**src/rtl/bdq_pkg.sv**
```systemverilog
`timescale 1ns / 1ps

package bdq_pkg;

  // Store geometry
  localparam int CAPACITY  = 64;
  localparam int WORD_BITS = 32;
  localparam int COUNT_W   = $clog2(CAPACITY + 1);

  // Port field widths
  localparam int ACTION_W   = 4;
  localparam int VALUE_W    = 32;
  localparam int ITEM_W     = 32;
  localparam int OUT_DATA_W = 48;
  localparam int OUT_PAD_W  = OUT_DATA_W - ITEM_W - 2 - COUNT_W - 2;

  // Request codes
  typedef enum logic [ACTION_W-1:0] {
    ACT_PUSH_FRONT = 4'd0,
    ACT_PUSH_BACK  = 4'd1,
    ACT_POP_FRONT  = 4'd2,
    ACT_POP_BACK   = 4'd3,
    ACT_FIND_REM   = 4'd4,
    ACT_FIRST      = 4'd5,
    ACT_NEXT       = 4'd6,
    ACT_LAST       = 4'd7,
    ACT_PREV       = 4'd8,
    ACT_CLEAR      = 4'd9
  } action_t;

  // Result status codes
  typedef enum logic [1:0] {
    STAT_OK   = 2'd0,
    STAT_MISS = 2'd1,
    STAT_FULL = 2'd2
  } status_t;

  // Request sequencer states
  typedef enum logic [1:0] {
    S_IDLE,
    S_RUN,
    S_FIND,
    S_REPORT
  } seq_state_t;

  // Operations broadcast to the cell row
  typedef enum logic [3:0] {
    OP_HOLD,
    OP_SHIFT_IN,
    OP_APPEND,
    OP_REMOVE,
    OP_MATCH,
    OP_CLEAR,
    OP_CUR_HEAD,
    OP_CUR_TAIL,
    OP_CUR_NEXT,
    OP_CUR_PREV
  } cell_op_t;

  typedef struct packed {
    cell_op_t             op;
    logic [WORD_BITS-1:0] key;
  } cell_cmd_t;

  // What a cell shows to its neighbors and to the sequencer
  typedef struct packed {
    logic [WORD_BITS-1:0] word;
    logic                 used;
    logic                 cur;
    logic                 hit;
  } cell_view_t;

endpackage

```
**src/rtl/bdq_cell.sv**
```systemverilog
`timescale 1ns / 1ps

module bdq_cell (
  input  logic               clk,
  input  logic               rst,
  input  bdq_pkg::cell_cmd_t cmd,
  input  logic               at_head,
  input  logic               rm,
  input  bdq_pkg::cell_view_t left_in,
  input  bdq_pkg::cell_view_t right_in,
  output bdq_pkg::cell_view_t view
);
  import bdq_pkg::*;

  logic [WORD_BITS-1:0] word, word_next;
  logic                 used, used_next;
  logic                 cur, cur_next;
  logic                 hit, hit_next;

  // Decode the broadcast operation against this cell and its neighbors
  always_comb begin
    word_next = word;
    used_next = used;
    cur_next  = cur;
    hit_next  = hit;
    case (cmd.op)
      OP_SHIFT_IN: begin
        word_next = left_in.word;
        used_next = left_in.used;
        cur_next  = left_in.cur;
      end
      OP_APPEND: begin
        if (!used && left_in.used) begin
          word_next = cmd.key;
          used_next = 1'b1;
        end
      end
      OP_REMOVE: begin
        if (rm) begin
          word_next = right_in.word;
          used_next = right_in.used;
          cur_next  = right_in.cur;
        end
      end
      OP_MATCH:    hit_next = used && (word == cmd.key);
      OP_CLEAR: begin
        used_next = 1'b0;
        cur_next  = 1'b0;
      end
      OP_CUR_HEAD: cur_next = used && at_head;
      OP_CUR_TAIL: cur_next = used && !right_in.used;
      OP_CUR_NEXT: cur_next = left_in.cur && used;
      OP_CUR_PREV: cur_next = right_in.cur;
      default:     ;
    endcase
  end

  // Hold occupancy and cursor mark
  always_ff @(posedge clk) begin
    if (rst) begin
      used <= 1'b0;
      cur  <= 1'b0;
    end else begin
      used <= used_next;
      cur  <= cur_next;
    end
  end

  // Hold the stored word and match flag
  always_ff @(posedge clk) begin
    word <= word_next;
    hit  <= hit_next;
  end

  assign view = '{word: word, used: used, cur: cur, hit: hit};

endmodule

```
**config.mk**
```make
export PLATFORM = sky130hd
export DESIGN_NAME = bdq_cell
export DESIGN_NICKNAME = d
export VERILOG_FILES = /design/src/rtl/bdq_pkg.sv /design/src/rtl/bdq_cell.sv
export SDC_FILE = /design/constraint.sdc
export NUM_CORES = 1
export LEC_CHECK = 0
export BUFFER_PORTS_ARGS = -buffer_cell sky130_fd_sc_hd__buf_2
export CORE_MARGIN = 3
export CORE_UTILIZATION = 39
export DETAILED_ROUTE_END_ITERATION = 12
export PLACE_DENSITY = 0.77
export SLEW_MARGIN = 20
export SYNTH_ARGS = -nofsm -noshare
export SYNTH_HDL_FRONTEND = slang
export SYNTH_SLANG_ARGS = --single-unit
```
**constraint.sdc**
```tcl
create_clock -name clk -period 4.2 [get_ports clk]
set_input_delay 0.84 -clock clk [delete_from_list [all_inputs] [get_ports clk]]
set_output_delay 0.84 -clock clk [all_outputs]
set_load 0.05 [all_outputs]
```
=== After elaboration in Yosys (flattened, before gate mapping) ===
Index checks and enable logic that the tools add are counted.

* Eq/ne operators: 12
* Muxes and demuxes: 8
* Reduce and logical (&&, ||, !) cells: 13

{| class="wikitable"
|+ Operators with widths
! cell !! number
|-
| case mux 32 bit (3 select lines) || 1
|-
| two-way mux 32 bit || 2
|-
| == test 32 bit || 1
|-
| == test 4 x 3 -> 1 bit, second input constant || 4
|-
| == test 4 x 2 -> 1 bit, second input constant || 2
|-
| == test 4 bit, second input constant || 2
|-
| case mux 1 bit (7 select lines) || 1
|-
| nonzero test 7 bit || 1
|-
| AND reduction 3 bit || 2
|-
| logical AND 1 bit || 5
|-
| == test 4 x 1 -> 1 bit, second input constant || 1
|-
| inequality test 2 bit, second input constant || 2
|-
| case mux 1 bit (4 select lines) || 1
|-
| nonzero test 4 bit || 1
|-
| two-way mux 1 bit || 3
|-
| nonzero test 3 bit || 1
|-
| zero test 1 bit || 2
|-
| AND reduction 2 bit || 1
|}

* Register bits after elaboration: 35
* Input bits: 110
* Output and inout bits: 35
* Logic and storage cells: 37

=== Longest topological paths before layout ===
* Depth after elaboration: 4
* Depth in mapped cells: 6
* Depth with buffers taken out: 4

=== Worst setup path before layout ===
Ideal clock, no wire load.

* Path type: input to register
* Start: input cmd[32] (netlist name)
* End: register word[0], enable pin
* Library setup time: 470 ps
* Arrival time: 3738 ps
* Required time: 3730 ps
* Path slack: -8 ps
* Stages on the path: 4
* Buffers on the path: 2
* Cell sequence: buf_2 buf_2 nand2_1 a211oi_1

* Cells in the longest elaborated chain, start to end: 3
* Elaborated cells between the ends (all ways): 7
* Those cells by class: eq/ne (5); reduce/logical (2)

{| class="wikitable"
|+ Ends and longest elaborated chain
! what !! RTL line !! RTL
|-
| start, declared || bdq_cell.sv:6 || <nowiki>input bdq_pkg::cell_cmd_t cmd,</nowiki>
|-
| == test 4 x 2 -> 1 bit / == test 4 x 1 -> 1 bit (equally long branches) || bdq_cell.sv:26 || <nowiki>case (cmd.op)</nowiki>
|-
| inequality test 2 bit (no line) / nonzero test 3 bit (equally long branches) || -- ||
|-
| AND reduction 3 bit (no line) * || -- ||
|-
| end signal, assigned || bdq_cell.sv:71 || <nowiki>word <= word_next;</nowiki>
|-
| end, declared || bdq_cell.sv:15 || <nowiki>logic [WORD_BITS-1:0] word, word_next;</nowiki>
|}

Mark *: on every way between the ends. The rest lies on a longest branch, timed or not.
A chain may end at the register's enable or synchronous reset.

=== Worst setup path in the final report ===
* Start: input cmd[32] (netlist name)
* End: register word[8], enable pin

Same word-level chain as after synthesis.

==> results.md <==
* Initial cell density of the core at about two fifths
* IO Port Bufs at 142
* Post-synth top area share at between 40% and 50%
* Unrepaired setup endpoints after global routing: no
* CTS tree: yes
* Post-CTS sizing at 0
* Worst skew pair latency at roughly 0.28 ns
* Share of cells above drive strength 1 at 42.42%
* Pin slew with the least headroom to its limit at 0.6277 ns
* Met1 Use GR at 21.52%
* Dpl cell area at 3063 sq um
* Yosys top cell by area: edfxtp_1
* Req. time, crit path at about 4.2 ns
* Die Height at 82.90 um
* Met3 usage at 5.952%
* Netlist cell types at 33
* CP max stage cell: buf_4
* FF-to-FF End: word[8]
* Synth Cell Area at 2306 sq um
* Maximum vdd drop at around 0.16 mV
* Min Tclk post-route at roughly 2.1 ns
* Synth area leaders: edfxtp_1, mux2i_1, xor2_1
* Number of global-route vias before repair at 2,181
* # diodes at 0
* CP peak stage delay at roughly 0.50 ns
* Die area at 6872 sq um
* Clock Tree Root: clkbuf_8
* Hold depth at 2
* DPL Wire Length at 4997 um
* H-tree levels at 2
* Post-DRT Antenna Nets at 0
* GRT Util Overall at 18.25%
* TNS Setup at 0 ns
* CORE AREA at 5608 sq um
* HP Class: flip-flop to flip-flop
* Synth Area in Simple Gates at 12.97%
* Post-Synth Adder-Cell Area at 0%
* Max-slew headroom at about 58%
* Leakage at 0.001459 uW
* Total wire length at 6276 um
* Post-CTS setup buffers at 0
* Die X at 82.90 um
* Initial DRT Pass Iterations at 4
* Cells after Synth at 226
* Register area share after synthesis at 44.71%
* First-pass GRT wire length at 10,180 um
* XOR/XNOR Fraction of Synth Area at 12.53%
* Critical path peak fanout at 42
* R2R cell count at 3
* CP arrival at 2.11 ns
* Main combinational cell family by area after synthesis: multiplexers
* Routed wire length per instance at 14.43 um
* DR vias at approximately 2,100
* Fmax achieved at ~0.47 GHz
* GRT overflow at 0
* Post-route design area at 3146 sq um
* Yosys reg bits at 35
* Clock Path Buffers at 2
* Startpoint types: primary input
* Crit Path Class: primary input to flip-flop
* Most used cell, CP: buf_4
* Worst hold endpoint: used
* Crit-path cells: buf_4, nand2_1, a211oi_4, buf_4
* Synthesis Warnings at 0
* Synth Net Count at approximately 340
* Outcome: finished clean
* Slew Viols, Final at 0
* Nets at 472
* Gpl congestion at roughly 0.83
* Layout fillers at 532
* # rows at 27
* Final non-filler cell total at 435
* Final Setup Violations at 0
* CP Capture Type: flip-flop
* Post-synthesis mux area share at 13.89%
* Beginning of the worst register-to-register path: used
* Post-synthesis compound-gate area fraction at 11.56%
* Global routing usage on met2 at between 30% and 40%
* Largest net degree at the start of global routing at 43
* First DRT Iteration DRCs at 83
* Setup Skew at 0.008734 ns
* R2R Setup Slk at 2.66 ns
* Max-cap violations at 0
* Worst Hold Launch: used
* Drc violations at 0
* Initial antenna violation count at 0
* Clock sinks at 35
* DP Cell Count at 427
* Synthesized area per cell at 10.20 sq um
* I/O Pins at 145
* Power Dens Cells at 286.4 nW/um^2
* Layer with the highest usage: met2
* Vias per cell at 4.890
* Final hold viol count at 0
* Hold buffers post-CTS at 0
* Clock Pin Slew Worst Setup and Hold Paths at 0.07 ns
* Final period util at 51.10%
* Synth-to-layout area growth at 36.41%
* CTS Buf Count at 5
## cells by family after synthesis
kind of cell              Yosys count
DFF                                35
xor gates and xnor gates           33
buffers and inverters              19
AOI/OAI and AO/OA                  46
and+or+nand+nor                    61
muxes                              32
## per-stage QoR
stage	hold WS [ns]	total power (uW)	worst slack [ns]	util, %
5_1_grt	0.6257	951.1	1.978	56.09
6_report	0.5595	900.9	2.054	56.09
2_1_floorplan	0.4911	584.6	1.017	-
3_5_place_dp	0.5568	679.4	1.396	54.62
4_1_cts	0.5663	912.4	1.684	56.05
3_3_place_gp	0.5364	673.3	1.426	54.62
## worst max-delay path by stage
stage,start,slack (ns),endpoint
6_report,cmd[32],2.05,word[8]
5_1_grt,cmd[32],1.98,word[25]
4_1_cts,cmd[32],1.68,word[8]
3_5_place_dp,cmd[32],1.40,word[23]
3_3_place_gp,cmd[32],1.43,word[23]
2_1_floorplan,cmd[32],1.02,word[0]
## where the power goes
part           switching [uW]  total (uW)  internal [uW]
registers                11.7         417            406
clock network             118         231            113
logic                     155         252           97.2
## final cells by class
| class | count | area, sq um | share of cell area (%) |
|---|---|---|---|
| Clock inverter | 2 | 7.507 | 0.2387 |
| Clock buffer | 6 | 72.57 | 2.307 |
| Inverter | 2 | 7.507 | 0.2387 |
| Sequential cell | 35 | 1031 | 32.78 |
| Multi-Input combinational cell | 172 | 1194 | 37.95 |
| Timing Repair Buffer | 146 | 743.2 | 23.63 |
| Tap cell | 72 | 90.09 | 2.864 |
## synth_stat cells, drive strengths merged
library cell,n
nor3b,1
o221a,1
nor2,34
nand2,3
nor3,2
nand2b,5
a21oi,34
nor2b,1
a21o,1
mux2i,32
clkbuf,1
or3b,1
xor2,32
o21ba,1
nand4bb,1
dfxtp,2
edfxtp,33
nor4b,1
inv,2
a22oi,1
xnor2,1
or2,1
a2111o,2
buf,16
nor4,7
a211oi,1
nand4,1
o22ai,1
nand3,3
o21ai,3
a311oi,1
## state kept, by name, summed over array words and instances (netlist names)
| register | count |
|---|---|
| hit | 1 |
| word | 32 |
| used | 1 |
| cur | 1 |
## per-layer routing
metal  share of wire [%]  up-vias
li1                    -     1088
met1                  41      945
met2                  50       86
met3                 7.9        8
met4                 1.1        0
met5                   0        -
## worst max-delay path: cells and delay by family
| family | cells | cell delay, ns |
|---|---|---|
| AOI/OAI and AO/OA | 1 | 0.27 |
| buffers and inverters | 2 | 0.79 |
| and+or+nand+nor | 1 | 0.20 |
## placed cells by master (no fill, tap or decap), types with 2 or more instances in the layout
cell      synthesis  final
dfxtp_1           2      2
clkinv_1          0      2
o21ai_0           2      2
nand3_1           3      3
nor2_1           34     34
nor4_1            7      7
nand2_1           3      3
xor2_1           32     32
nand2b_1          5      5
buf_2            13    141
a2111o_1          2      2
edfxtp_1         33     33
clkbuf_8          0      5
inv_1             2      2
buf_4             3      5
a21oi_1          34     34
nor3_1            2      2
mux2i_1          32     32
Note: power is estimated with default switching activity, not from simulation.
